`config.mk`:
```
export PLATFORM = sky130hd
export DESIGN_NAME = ncst_ctrl
export DESIGN_NICKNAME = d
export VERILOG_FILES = /design/src/hw/rtl/ncst_pkg.sv /design/src/hw/rtl/ncst_ctrl.sv
export SDC_FILE = /design/constraint.sdc
export NUM_CORES = 1
export LEC_CHECK = 0
export ABC_AREA = 1
export BUFFER_PORTS_ARGS = -buffer_cell sky130_fd_sc_hd__buf_2
export CORE_AREA = 4 4 41 43
export CTS_BUF_LIST = sky130_fd_sc_hd__clkbuf_8 sky130_fd_sc_hd__clkbuf_16
export DETAILED_ROUTE_END_ITERATION = 10
export DIE_AREA = 0 0 45 47
export PLACE_DENSITY = 0.46
export SLEW_MARGIN = 10
export SYNTH_ARGS = -nofsm -noshare
export SYNTH_HDL_FRONTEND = slang
export SYNTH_SLANG_ARGS = --single-unit
```
`constraint.sdc`:
```
create_clock -name clk -period 1.4 [get_ports clk]
set_clock_uncertainty 0.2 [all_clocks]
set_input_delay 0.07 -clock clk [delete_from_list [all_inputs] [get_ports clk]]
set_output_delay 0.07 -clock clk [all_outputs]
set_load 0.02 [all_outputs]
```
`src/hw/rtl/ncst_pkg.sv`:
```
// ============================================================================
// ncst_pkg
// Shared types and codes for the named counting semaphore table.
// ============================================================================
package ncst_pkg;

	localparam int KEY_W   = 64;
	localparam int INIT_W  = 15;
	localparam int IDX_W   = 5;
	localparam int TASK_W  = 6;

	typedef enum logic [1:0] {
		OP_OPEN   = 2'd0,
		OP_WAIT   = 2'd1,
		OP_POST   = 2'd2,
		OP_UNLINK = 2'd3
	} op_t;

	typedef enum logic [2:0] {
		ST_OK     = 3'd0,
		ST_MISS   = 3'd1,
		ST_UNUSED = 3'd2,
		ST_FULL   = 3'd3,
		ST_LIMIT  = 3'd4
	} status_t;

	typedef struct packed {
		logic [1:0]        opcode;
		logic [IDX_W-1:0]  sem_index;
		logic [TASK_W-1:0] caller_task;
		logic [KEY_W-1:0]  name_key;
		logic [INIT_W-1:0] initial_count;
	} in_item_t;

	typedef struct packed {
		logic [2:0]        status;
		logic [IDX_W-1:0]  slot_out;
		logic              caller_blocked;
		logic              wake_valid;
		logic [TASK_W-1:0] wake_task;
	} out_item_t;

	typedef enum logic [2:0] {
		S_IDLE,
		S_SCAN,
		S_READ,
		S_EXEC,
		S_OUT
	} state_t;

	// controller -> datapath
	typedef struct packed {
		logic load;      // capture input item, restart scan
		logic scan_step; // compare one slot, advance
		logic rd;        // read queue head entry
		logic exec;      // perform update, form result
	} cmd_t;

	// datapath -> controller
	typedef struct packed {
		logic scan_done;
		logic need_scan;
	} stat_t;

endpackage

```
`src/hw/rtl/ncst_ctrl.sv`:
```
// ============================================================================
// ncst_ctrl
// Sequencer for one item: load, optional key scan, read, execute, deliver.
// ============================================================================
module ncst_ctrl import ncst_pkg::*; (
	input  logic  clk,
	input  logic  arst_n,
	input  logic  in_valid,
	output logic  in_ready,
	output logic  out_valid,
	input  logic  out_ready,
	input  stat_t stat,
	output cmd_t  cmd
);
	state_t state_q, state_d;

	always_ff @(posedge clk or negedge arst_n) begin
		if (!arst_n) begin
			state_q <= S_IDLE;
		end else begin
			state_q <= state_d;
		end
	end

	always_comb begin
		state_d   = state_q;
		cmd       = '0;
		in_ready  = 1'b0;
		out_valid = 1'b0;
		unique case (state_q)
			S_IDLE: begin
				in_ready = 1'b1;
				if (in_valid) begin
					cmd.load = 1'b1;
					state_d  = S_SCAN;
				end
			end
			S_SCAN: begin
				if (!stat.need_scan) begin
					state_d = S_READ;
				end else begin
					cmd.scan_step = 1'b1;
					if (stat.scan_done) begin
						state_d = S_READ;
					end
				end
			end
			S_READ: begin
				cmd.rd  = 1'b1;
				state_d = S_EXEC;
			end
			S_EXEC: begin
				cmd.exec = 1'b1;
				state_d  = S_OUT;
			end
			S_OUT: begin
				out_valid = 1'b1;
				in_ready  = out_ready;
				if (out_ready) begin
					if (in_valid) begin
						cmd.load = 1'b1;
						state_d  = S_SCAN;
					end else begin
						state_d = S_IDLE;
					end
				end
			end
			default: state_d = S_IDLE;
		endcase
	end

endmodule

```
# Word level (Yosys, flattened, before mapping)
# Index checks and enable logic that the tools add are counted.
op_classes:
  bitwise_logic: 0
  magnitude_cmp: 0
  mux: 15
  add_sub_neg: 0
  n_div: 0
  eq_ne: 7
  n_mul: 0
  reduce_logical: 2
  shifts: 0
ops:
  columns: ["operator", "n"]
  rows:
  - ["3-bit one-hot mux with 5 select lines", 1]
  - ["3-bit two-way mux", 4]
  - ["1-bit two-way mux", 8]
  - ["3-bit by 2-bit equality test with 1-bit output (second input constant)", 2]
  - ["2-bit inequality test (second input constant)", 2]
  - ["1-bit one-hot mux with 2 select lines", 2]
  - ["3-bit by 1-bit equality test with 1-bit output (second input constant)", 1]
  - ["3-bit equality test (second input constant)", 1]
  - ["3-bit zero test", 1]
  - ["3-bit inequality test (second input constant)", 1]
  - ["3-bit AND reduction", 1]
word_totals:
  ramBits: 0
  word_cells: 25
  romBits: 0
  latchBits: 0
  memories: 0
  ff_bits: 3
  inputBits: 6
  out_inout_bits: 6

# Depth between registers and ports, before layout
# Gate-level depths: netlist of the first run.
logic_depth:
  depth_word: 3
  ltp_mapped: 6
  depth_no_buf: 6

# Worst setup path after synthesis of the first run
# Ideal clock, no wire load.
synth_path:
  kind: "register to output"
  from: "reg state_q[0]"
  to: "out cmd[3] (netlist name)"
  path_stages_with_launch: 4
  n_path_buf: 0
  arrival_ns: 0.990
  setup_slack_ns: 0.140
  required_time_ns: 1.130
  cell_sequence: "dfrtp_1 nor2_2 inv_1 nor3_2"
synth_rtl:
  columns: ["element", "line_no", "rtl"]
  rows:
  - ["start, declared", "ncst_ctrl.sv:15", "state_t state_q, state_d;"]
  - ["start signal, assigned", "ncst_ctrl.sv:21", "state_q <= state_d;"]
  - ["end, declared", "ncst_ctrl.sv:13", "output cmd_t cmd"]

==> impl_summary.md, run 1 <==
Yosys
The most common cell in the synthesized netlist is sky130_fd_sc_hd__nand2_1. The top-area cell type share of the netlist area is 32.4%. Yosys mapped the design onto 14 distinct sky130hd cell types. The net count of the mapped netlist is between 40 and 50.

The register bit count reported by yosys is 3. The number of warnings printed during yosys synthesis is 0. The most used flip-flop cell after synthesis is sky130_fd_sc_hd__dfrtp_1. The commonest cells after synthesis are sky130_fd_sc_hd__nand2_1 (9), sky130_fd_sc_hd__inv_1 (8), sky130_fd_sc_hd__nor2_1 (5). In the post-synthesis netlist, the biggest area contributors are sky130_fd_sc_hd__dfrtp_1 (32%), sky130_fd_sc_hd__nand2_1 (15%), sky130_fd_sc_hd__inv_1 (13%), sky130_fd_sc_hd__nor2_1 (8.1%), sky130_fd_sc_hd__nor2_2 (5.4%). In this run the mean area of a mapped cell was 6.43 um^2.

The synthesized netlist occupies a cell area of roughly 230 um^2. The gate count after technology mapping is 36. The number of flops mapped to enable cells by yosys is 0. After synthesis, flip-flops and latches occupy 32.4% of the total area. The synthesized design spends more area on one cell type than any other, namely sky130_fd_sc_hd__dfrtp_1. Counting flops with an async set or reset pin after synthesis yields a share of 100%.

Placement
The post-detailed-placement cell area is 305 um^2. The number of I/O port buffers is 11. Once placement completed, the tool counted placed cells totaling 62. The congestion estimate from routability-driven global placement came to 0.755. OpenSTA, run right after detailed placement, puts the worst setup slack at around 0.11 ns. The sum of net half-perimeters after detailed placement is 448 um.

Global routing
The number of global-route vias before repair is ~270. The largest net degree at the start of global routing is 6. The first global-routing pass estimated 959 um of wire. Across every metal layer, demand over resource in global routing totals 6.25%. The initial antenna violation count is 0. The total overflow left after global routing is 0.

Setup path
Measured in cells, the most critical reg-to-reg path has a length of 6. The end point of the critical path is cmd[1]. Data arrives at the worst endpoint at between 1 and 1.5 ns. Of all nets on the critical path, the largest fanout is 3.

The worst register-to-register path ends at state_q[0]. Data on the critical path is required at its endpoint by 1.13 ns. The setup path with the least slack is of type flop to output port. The flop-to-flop setup slack is about 0.10 ns. The critical register-to-register path startpoint is state_q[0]. For this run, the slowest stage of the critical path takes 0.41 ns. The endpoint type of the worst setup path is an output port. Traced cell by cell, the critical path runs through buf_6 -> inv_2 -> nand2_2 -> nor2_1 -> buf_4.

The worst setup path is launched from a flop. The critical path's slowest cell is sky130_fd_sc_hd__dfrtp_1. The launch point of the critical path is state_q[0].

STA
The post-route clock period utilization is 97.1%. The clock period minus worst slack is 1.36 ns. Setup violations remaining at the end of the flow were counted as 0. The worst-case setup margin in the final layout is around 0.041 ns. The actual slew at the worst max-slew pin is 0.172 ns.

Timing would allow up to 736 MHz. The worst pin sits at a relative slew slack of 88.5%. The max-slew violation total from the final report is 0. The hold violation total from the final report is 0. Setup repair after global routing could not meet its margin everywhere.

CTS
The number of CTS-inserted buffers is 3. The clock transition time at the flip-flop clock pins of the worst setup and hold paths is 0.03 ns. The clock net in this run drives a total of 3 sinks.

The root buffer cell chosen for the clock tree is sky130_fd_sc_hd__clkbuf_8. The number of buffers between clock root and the deepest sink is 2. The clock tree from TritonCTS is built. CTS built an H-tree with a depth of 1. At the later pin of the worst-skew pair, clock insertion delay measures 0.21 ns.

Routing
In the final routing, the length of wire on met1 measures 220 um. The met3 wirelength from detailed routing is roughly 42 um. The detailed-route via count is 291. The via-per-instance ratio is just under 4. In this run, the number of DRC markers left after iteration 0 of detailed routing was 0. The count of antenna-violating nets left after detailed routing is 0.

After detailed routing, the average wire length per cell comes to 7.99 um. The routed design uses 328 um of met2 wire. The number of search-and-repair iterations in the first detailed-routing pass is 1.

The total routed wirelength is 591 um. The remaining routing DRC violations is 0. After detailed routing, no signal wire sits above met3.

Power and ir drop
The clock network burns a little under a quarter of the power. Sequential cells account for between 15 and 20% of the total power. For this design the total switching power over the nets is 0.423 mW. Of the total power, combinational logic draws 60.2%. Across the VDD grid, the largest voltage drop is 0.568 mV. Dividing total power by cell area gives a power density of 2290 mW/mm^2. The internal power of the cells totals 0.619 mW.

The analysis attributes to cell leakage a power of roughly 0.27 nW. The switching part of the total is 40.6%.

Finish
The filler cells instantiated in the layout total approximately 160. The net total in the final layout is 66. The count of cells in the finished layout, fillers not included, comes to 74. The largest registers in the layout are state_q x3. In the final layout, flip-flops and latches occupy between 70 and 80 um^2. The area growth from synthesis to layout is 96.8%. The number of antenna diodes in the final layout is 0. Once layout is done, the placed cells without fillers occupy 455 um^2. The fraction of layout cells with a size suffix above 1 is a little over half. The number of flip-flops in the largest register is 3.

The multi-input combinational cells in the finished layout cover a total of 131 um^2. state_q holds more flip-flops than any other register.

Floorplan
For this configuration, the core starts out at a cell density of 17.8%. The core region is 0.00130 mm^2. The die span in y is 47 um. The total number of placement rows is 13. The number of top-level pins is 12.

The die extent in x is between 40 and 50 um. The die covers around 0.0021 mm^2.

Worst hold path
In this run the worst hold path is classified as input port to flop.

Flow run
The max-cap violation count is 0.

Run status
The run finished with clean final reports.
power by group through the flow:
stage	combinational (mW)	clock [mW]	sequential, mW
floorplan	0.324	0	0.164
global placement	0.438	0	0.170
detailed placement	0.432	0	0.172
CTS	0.534	0.246	0.172
global route	0.690	0.254	0.184
finish	0.628	0.238	0.177
placed cells by master (no fill, tap or decap), drive strengths merged:
cell and n:
a21o 1, buf 15, clkbuf 3, dfrtp 3, dlygate4sd3 4, inv 11, nand2 10, nand3 2
nor2 7, nor3 1, o21ai 1, o22ai 1
worst min path at each step:
stage	from	end	cells past startpoint	slack [ns]
6_report	stat[1]	state_q[1]	5	0.005
2_1_floorplan	arst_n	state_q[0]	0	-0.43
3_5_place_dp	arst_n	state_q[1]	1	-0.33
4_1_cts	stat[0]	state_q[1]	4	0.009
5_1_grt	stat[1]	state_q[1]	5	0.04
3_3_place_gp	arst_n	state_q[1]	1	-0.33
layer usage:
layer  vias to the layer above  GRT usage, %
met5                         -             0
met4                         0          5.26
met3                         0          1.53
met2                         5          11.0
met1                       136          6.18
li1                        150             -
timing repair:
item                                   4_1_cts  5_1_grt
setup endpoints to repair                    3        6
setup buffers                                3        1
endpoints found under the hold margin        5        0
resized for setup                            3       12
pin swaps                                    1        4
gates cloned                                 0        0
hold buffers                                 4        0
layout make-up:
| type | instances | share of cell area (%) |
|---|---|---|
| Clock buffer | 3 | 9.07 |
| Clock inverter | 1 | 0.824 |
| Inverter | 10 | 8.24 |
| Multi-Input combinational cell | 23 | 28.8 |
| Sequential cell | 3 | 16.5 |
| Tap cell | 15 | 4.12 |
| Timing Repair Buffer | 19 | 32.4 |
critical path: cells and delay by family (launching register included):
family / cells / cell delay [ns]
buffers and inverters: 3 / 0.32
and+or+nand+nor: 2 / 0.14
DFF: 1 / 0.41
metrics by stage:
| step | setup TNS, ns | hold WS [ns] | power, mW | utilization (%) |
|---|---|---|---|---|
| 2_1_floorplan | 0 | -0.426 | 0.488 | - |
| 3_3_place_gp | 0 | -0.331 | 0.607 | 23.5 |
| 3_5_place_dp | 0 | -0.330 | 0.604 | 23.5 |
| 4_1_cts | 0 | 0.00927 | 0.953 | 32.3 |
| 5_1_grt | -0.0568 | 0.0391 | 1.13 | 35.0 |
| 6_report | 0 | 0.00529 | 1.04 | 35.0 |
cells by family after synthesis:
| group | synth area share, % |
|---|---|
| flip-flops | 32.4 |
| AND/OR/NAND/NOR | 41.6 |
| buffers and inverters | 16.2 |
| AO/OA/AOI/OAI | 9.73 |
(Power assumes the default switching activity.)
==> run 2, diff against run 1 <==
Settings changed: CORE_AREA 4 4 41 43 to 2 2 39 41, DIE_AREA 0 0 45 47 to 0 0 41 43, RECOVER_POWER from default to 25.
==> impl_summary.md, run 2 (same netlist as run 1, synthesis figures left out) <==
Floorplan
The number of top-level pins is 12. The floorplan core area is 0.00138 mm^2. The die covers 0.00176 mm^2. The die extent in x is roughly 40 um. The starting density of the core is 16.7%.

The die is 43 um tall. The floorplan has 14 rows.

Setup path
The worst-case reg-to-reg path depth is 6. STA classifies the critical path endpoint as an output port. Data on the critical path arrives at its endpoint at 1.10 ns. The kind of start point of the critical path is a flop. The maximum net fanout on the critical path is 3. The critical path in this run is classified as flop to output port.

The required time of the worst setup path is approximately 1.1 ns.

Routing
The routed layout has 288 vias. For this run, the detailed router's first-pass iteration total came to 1. The count of antenna-violating nets left after detailed routing is 0. The total routed wirelength is ~600 um. After the first detailed-routing iteration, the DRC count stood at 0. The average detailed-routed wire length per instance is between 7 and 8 um. The via-per-instance ratio is 3.79.

The remaining routing DRC violations is 0.

CTS
The clock tree root buffer cell is sky130_fd_sc_hd__clkbuf_8. The clock tree from TritonCTS is built. The clock transition time at the flip-flop clock pins of the worst setup and hold paths is 0.03 ns. TritonCTS created 3 clock buffers. Clock latency on the worst-skew pair, taken at its later pin, is 0.21 ns. No sink is reached through more buffers than the 2 on the longest clock path. The number of H-tree levels is 1. The tree built by TritonCTS fans out to 3 sinks.

Global routing
The initial antenna violation count came to 0. The number of global-route vias before repair is 249. Entering global routing, the biggest net connects 6 pins. The first global-routing pass estimated between 800 and 900 um of wire. The final global-route overflow total is 0. In the global route stage, overall resource usage came out at between 8 and 9%.

Placement
Buffers placed on the I/O ports in this run total 11. The minimum setup slack after placement is 0.114 ns. Routability-driven placement finished with a final weighted congestion of 0.655. Counting tap cells, the placed design contains a total of 63 instances.

The sum of net half-perimeters after detailed placement is slightly above 400 um.

STA
The sum of negative setup slack is 0 ns. Setup repair after global routing could not meet its margin everywhere. The hold violation total from the final report is 0. The worst-case setup margin in the final layout is between 0.02 and 0.03 ns. At the pin with the least slew margin, the transition time is roughly 0.18 ns. The max-slew violation total from the final report is 0. Derived from the worst setup path, the maximum achievable clock frequency is 728 MHz. Hold timing on the final database bottoms out at a slack of 0.00507 ns. The worst slew slack as a fraction of its limit is 88.1%. After layout, the minimum clock period comes to 1.37 ns. The number of failing setup endpoints in the final timing report is 0. Dividing the final minimum period by the clock period gives 98.2%.

Worst hold path
The worst hold path was traced through 5 stages. The min-delay analysis places its worst path in the category input port to flop.

Finish
The register with the highest flop count is state_q. The final instance count without filler cells is between 70 and 80. In the layout the commonest cells are sky130_fd_sc_hd__inv_1 (7), sky130_fd_sc_hd__nand2_1 (7), sky130_fd_sc_hd__buf_2 (7), sky130_fd_sc_hd__buf_4 (7). The number of flip-flops in the largest register is 3. The layout overhead on the synthesized area is 99.5%. The net count of the finished layout is 67.

The count of inserted antenna diode cells is 0. The largest registers in the layout are state_q x3. The fraction of layout cells with a size suffix above 1 is 55.0%.

The fill cell instance count of the final layout is 162.

Power and ir drop
The power density over the cells is 2260 mW/mm^2. Across the VDD grid, the largest voltage drop is between 0.6 and 0.7 mV. The leakage power summed over all cells is 0.271 nW. The total power is 1.05 mW.

Flow run
The max-cap violation count is 0.

Run status
The run finished with clean final reports.
## run 2: cell count changes in the layout (fill, tap and decap cells not counted)
| cell | delta |
|---|---|
| sky130_fd_sc_hd__nor2_1 | -1 |
| sky130_fd_sc_hd__buf_4 | -1 |
| sky130_fd_sc_hd__nor2_2 | +1 |
| sky130_fd_sc_hd__buf_2 | +2 |
## run 2: area by class of cell
| type | count | area (um^2) | share of cell area, % |
|---|---|---|---|
| clock inverters | 1 | 3.75 | 0.813 |
| flip-flops and latches | 3 | 75.1 | 16.3 |
| clock buffers | 3 | 41.3 | 8.94 |
| multi-input cells | 23 | 134 | 29.0 |
| repair buffers | 20 | 150 | 32.5 |
| well taps | 16 | 20.0 | 4.34 |
| inverters | 10 | 37.5 | 8.13 |
## run 2: path summary, 6_finish.rpt
kind / startpoint / slack [ns] / endpoint
hold reg to reg: state_q[2] / 0.38 / state_q[2]
hold / removal: stat[1] / 0.005 / state_q[1]
setup reg to reg: state_q[0] / 0.09 / state_q[0]
setup / recovery: state_q[0] / 0.03 / cmd[1]
min in group asynchronous: arst_n / 0.52 / state_q[0]
max in group asynchronous: arst_n / 0.34 / state_q[1]
## run 2: critical path: stages (launching register included)
cell and delay (ns):
sky130_fd_sc_hd__dfrtp_1 0.42, sky130_fd_sc_hd__buf_6 0.14, sky130_fd_sc_hd__inv_2 0.04, sky130_fd_sc_hd__nand2_2 0.05
sky130_fd_sc_hd__nor2_1 0.10, sky130_fd_sc_hd__buf_4 0.14
## run 2: repair_timing
item	CTS	global route
resized for setup	3	11
buffers inserted	2	3
hold buffers	4	0
endpoints found under the setup margin	2	4
hold endpoints to repair	5	0
pin swaps	1	4
## run 2: stage by stage
| step | cell area, um^2 | util [%] |
|---|---|---|
| after floorplan | 231 | - |
| after global placement | 307 | 22.2 |
| after detailed placement | 307 | 22.2 |
| after CTS | 417 | 30.1 |
| after global routing | 462 | 33.4 |
| final | 462 | 33.4 |
## run 2: per-layer routing
metal / vias up / wire, um / global-route usage, %
met3: 2 / 49 / 6.28
met2: 11 / 259 / 9.69
met4: 0 / 10 / 4.00
li1: 154 / - / -
met5: - / 0 / 0
met1: 121 / 263 / 10.1
## run 2: report_power, final
group | internal [mW] | total, mW | switching, mW
clock network | 0.187 | 0.242 | 0.0558
logic | 0.301 | 0.623 | 0.322
registers | 0.127 | 0.180 | 0.0528
==> run 3, diff against run 2 <==
Settings changed: ABC_AREA 1 to default, PLACE_DENSITY 0.46 to 0.44.
==> impl_summary.md, run 3 <==
Finish
The largest registers in the layout are state_q x3. The layout overhead on the synthesized area is 119%. Once layout is complete, the utilization of the core stands at 33.8%.

The register with the highest flop count is state_q. The repair_antennas step left the layout with diodes totalling 0. The final instance count without filler cells is 61. The most common cell after layout, fill and taps aside is sky130_fd_sc_hd__buf_4. Cells with a size suffix above 1 make up a little over 70% of the layout. The library cells used most frequently in the layout, excluding fill and tap cells, are sky130_fd_sc_hd__buf_4 (8), sky130_fd_sc_hd__buf_2 (7), sky130_fd_sc_hd__buf_6 (5), sky130_fd_sc_hd__clkbuf_8 (3). For this run, the post-layout net count is 52. The number of flip-flops in the largest register is 3. The finished cells cover 468 um^2.

Setup path
Data on the critical path is required at its endpoint by approximately 1.1 ns. The endpoint type of the worst setup path is an output port. Of all nets on the critical path, the largest fanout is 5.

By startpoint and endpoint, the worst setup path is classified as flop to output port. The kind of start point of the critical path is a flop. The worst-case reg-to-reg path depth is 4. Data on the critical path arrives at its endpoint at 1.20 ns.

CTS
The tree is rooted in a sky130_fd_sc_hd__clkbuf_8. The clock latency at the later pin of the worst-skew pair is between 0.2 and 0.25 ns. Buffers inserted during clock tree synthesis total 3. Clock tree synthesis found a total of 3 sinks. The number of H-tree levels is 1. The longest clock path from root to sink contains 2 buffers. The clock transition time at the flip-flop clock pins of the worst setup and hold paths is 0.03 ns. The clock tree from TritonCTS is built.

Yosys
The mapped netlist covers 214 um^2. The synthesized design spends more area on one cell type than any other, namely sky130_fd_sc_hd__dfrtp_1. The combinational family with the most area after synthesis is simple AND/OR/NAND/NOR gates. After synthesis, the netlist uses 16 different library cells.

The complex-gate fraction of the synthesized area is 7.02%. The synthesized netlist devotes 48.5% of its cell area to simple gates. The most used flip-flop cell after synthesis is sky130_fd_sc_hd__dfrtp_1. The mux contribution to synthesized area is 0%. Counting every net in the synthesized netlist gives 26. sky130_fd_sc_hd__dfrtp_1 is the most common cell in the netlist.

The synthesized netlist devotes 4.09% of its cell area to XOR and XNOR gates. Counting flops and latches in the post-synthesis netlist gives 3. The mean post-synth cell area is 10.7 um^2. The number of flops mapped to enable cells by yosys is 0. The commonest cells after synthesis are sky130_fd_sc_hd__dfrtp_1 (3), sky130_fd_sc_hd__and2_1 (2), sky130_fd_sc_hd__nor2_1 (2).

In the post-synthesis netlist, the biggest area contributors are sky130_fd_sc_hd__dfrtp_1 (35%), sky130_fd_sc_hd__nor4bb_4 (12%), sky130_fd_sc_hd__and2_1 (5.8%), sky130_fd_sc_hd__buf_6 (5.3%), sky130_fd_sc_hd__and3b_2 (4.7%). For this run, the number of Yosys warnings is 0. Synthesis produced a netlist whose cell count is 20. After synthesis, the share of flip-flops with an asynchronous set or reset is 100%.

The share of the Yosys chip area taken by registers is 35.1%. The top-area cell type share of the netlist area is a little over a third. After Yosys synthesis, full adders, half adders and majority gates account for 0% of the synthesized area.

STA
The worst path in the final design needs a cycle of 1.47 ns, including I/O delays and setup. The upper clock frequency limit is 681 MHz. The actual slew at the worst max-slew pin is ~0.21 ns.

Setup repair after global routing could not meet its margin everywhere. The number of failing setup endpoints in the final timing report is 6. The hold violation total from the final report came to 0. In this run the tightest slew margin relative to its limit is 86.0%. Dividing the final minimum period by the clock period gives 105%. The max-slew violation total from the final report came to 0. Setup slack on the critical path of the routed design comes to -0.0691 ns. After routing, the total negative slack on setup checks comes to -0.220 ns.

The worst hold-check slack is 0.0109 ns.

Routing
In this run the remaining antenna-violating nets after routing total 0. For this run, design rule violations remaining after detail routing come to 0. The number of search-and-repair iterations in the first detailed-routing pass is 1. Dividing the detail-routed wire length by the instance count gives 9.75 um. The count of routing violations after the opening detailed-route iteration is 0. The total routed wirelength is 595 um. Dividing the detail-routed via count by the number of cells gives 3.93. The detailed-route via count is between 200 and 250.

Floorplan
The floorplan step set the die width to ~41 um. The area of the die is 0.00176 mm^2. The starting density of the core is 15.5%. The floorplan has 14 rows.

During I/O placement, the number of pins put on the boundary was 12. From bottom edge to top edge, the die measures 43 um. The total area inside the core boundary comes to between 0.001 and 0.0015 mm^2.

Global routing
Across every metal layer, demand over resource in global routing totals 9.26%. The wire length of the first global-routing pass is 952 um. The number of global-route vias before repair is 235. Entering global routing, the biggest net connects 9 pins. The final global-route overflow total is 0. The initial antenna violation count is 0.

Power and ir drop
The worst-case IR drop observed on VDD is 0.884 mV. The leakage power summed over all cells is 0.234 nW. Power comes to around 1.2 mW.

The power density over the cells is 2560 mW/mm^2.

Placement
The congestion estimate from routability-driven global placement came to 0.672. Counting tap cells, the placed design contains a total of 48 instances. Timing analysis after detailed placement gives a worst setup slack of about 0.038 ns.

The number of I/O port buffers is 11. Once placement finished, the instance area stood at around 300 um^2.

Run status
The checks that failed: negative setup slack. The flow ran to the end, but the final reports show violations.

Flow run
Max-cap violations in this run came to 0.

Worst hold path
The type of the worst min-delay path is input port to flop. The worst hold path passes through 3 cells.
run 3: cell count changes in the layout (fill, tap and decap cells not counted), moves of 3 or more:
| cell | delta |
|---|---|
| sky130_fd_sc_hd__nand2_1 | -7 |
| sky130_fd_sc_hd__inv_1 | -6 |
| sky130_fd_sc_hd__inv_2 | -4 |
| sky130_fd_sc_hd__buf_6 | +3 |
| sky130_fd_sc_hd__nand2_2 | -3 |
| sky130_fd_sc_hd__nor2_2 | -3 |
run 3: layer usage:
layer / share of wire (%) / wire length, um / vias to the layer above / global-route usage [%]
li1: - / - / 118 / -
met1: 34 / 201 / 115 / 8.12
met5: 0 / 0 / - / 0
met4: 1.7 / 10 / 0 / 10.0
met2: 61 / 365 / 5 / 12.5
met3: 3.0 / 18 / 2 / 6.28
run 3: what timing repair did:
item	4_1_cts	5_1_grt
setup endpoints to repair	6	7
pin swaps	1	1
setup buffers	3	4
hold buffers	2	0
endpoints found under the hold margin	3	0
cloned	0	0
resized for setup	13	4
run 3: worst max-delay path: stages (launching register included):
cell	delay, ns
sky130_fd_sc_hd__dfrtp_1	0.39
sky130_fd_sc_hd__buf_6	0.15
sky130_fd_sc_hd__nor3_4	0.18
sky130_fd_sc_hd__and2_4	0.16
sky130_fd_sc_hd__buf_6	0.10
run 3: worst paths after layout:
check,start,slack (ns),to
max in group asynchronous,arst_n,0.32,state_q[2]
worst min-delay path,out_ready,0.01,state_q[2]
min in group asynchronous,arst_n,0.52,state_q[0]
worst min register to register,state_q[2],0.44,state_q[1]
worst max register to register,state_q[1],-0.01,state_q[2]
worst max-delay path,state_q[0],-0.07,cmd[3]
run 3: cell families (layout without fill, tap and decap cells):
| family | after synthesis | in the layout |
|---|---|---|
| xor gates and xnor gates | 1 | 1 |
| and+or+nand+nor | 13 | 13 |
| DFF | 3 | 3 |
| AOI/OAI and AO/OA | 2 | 2 |
| buffers and inverters | 1 | 26 |
run 3: layout make-up:
class	count	area, um^2
repair buffers	22	171
multi-input cells	16	154
well taps	16	20.0
fillers	145	916
clock buffers	3	41.3
flip-flops and latches	3	77.6
clock inverters	1	3.75
run 3: report_power, final:
group / switching [mW] / total (mW) / internal (mW)
registers: 0.0813 / 0.220 / 0.139
logic: 0.294 / 0.731 / 0.437
clock network: 0.0617 / 0.249 / 0.187
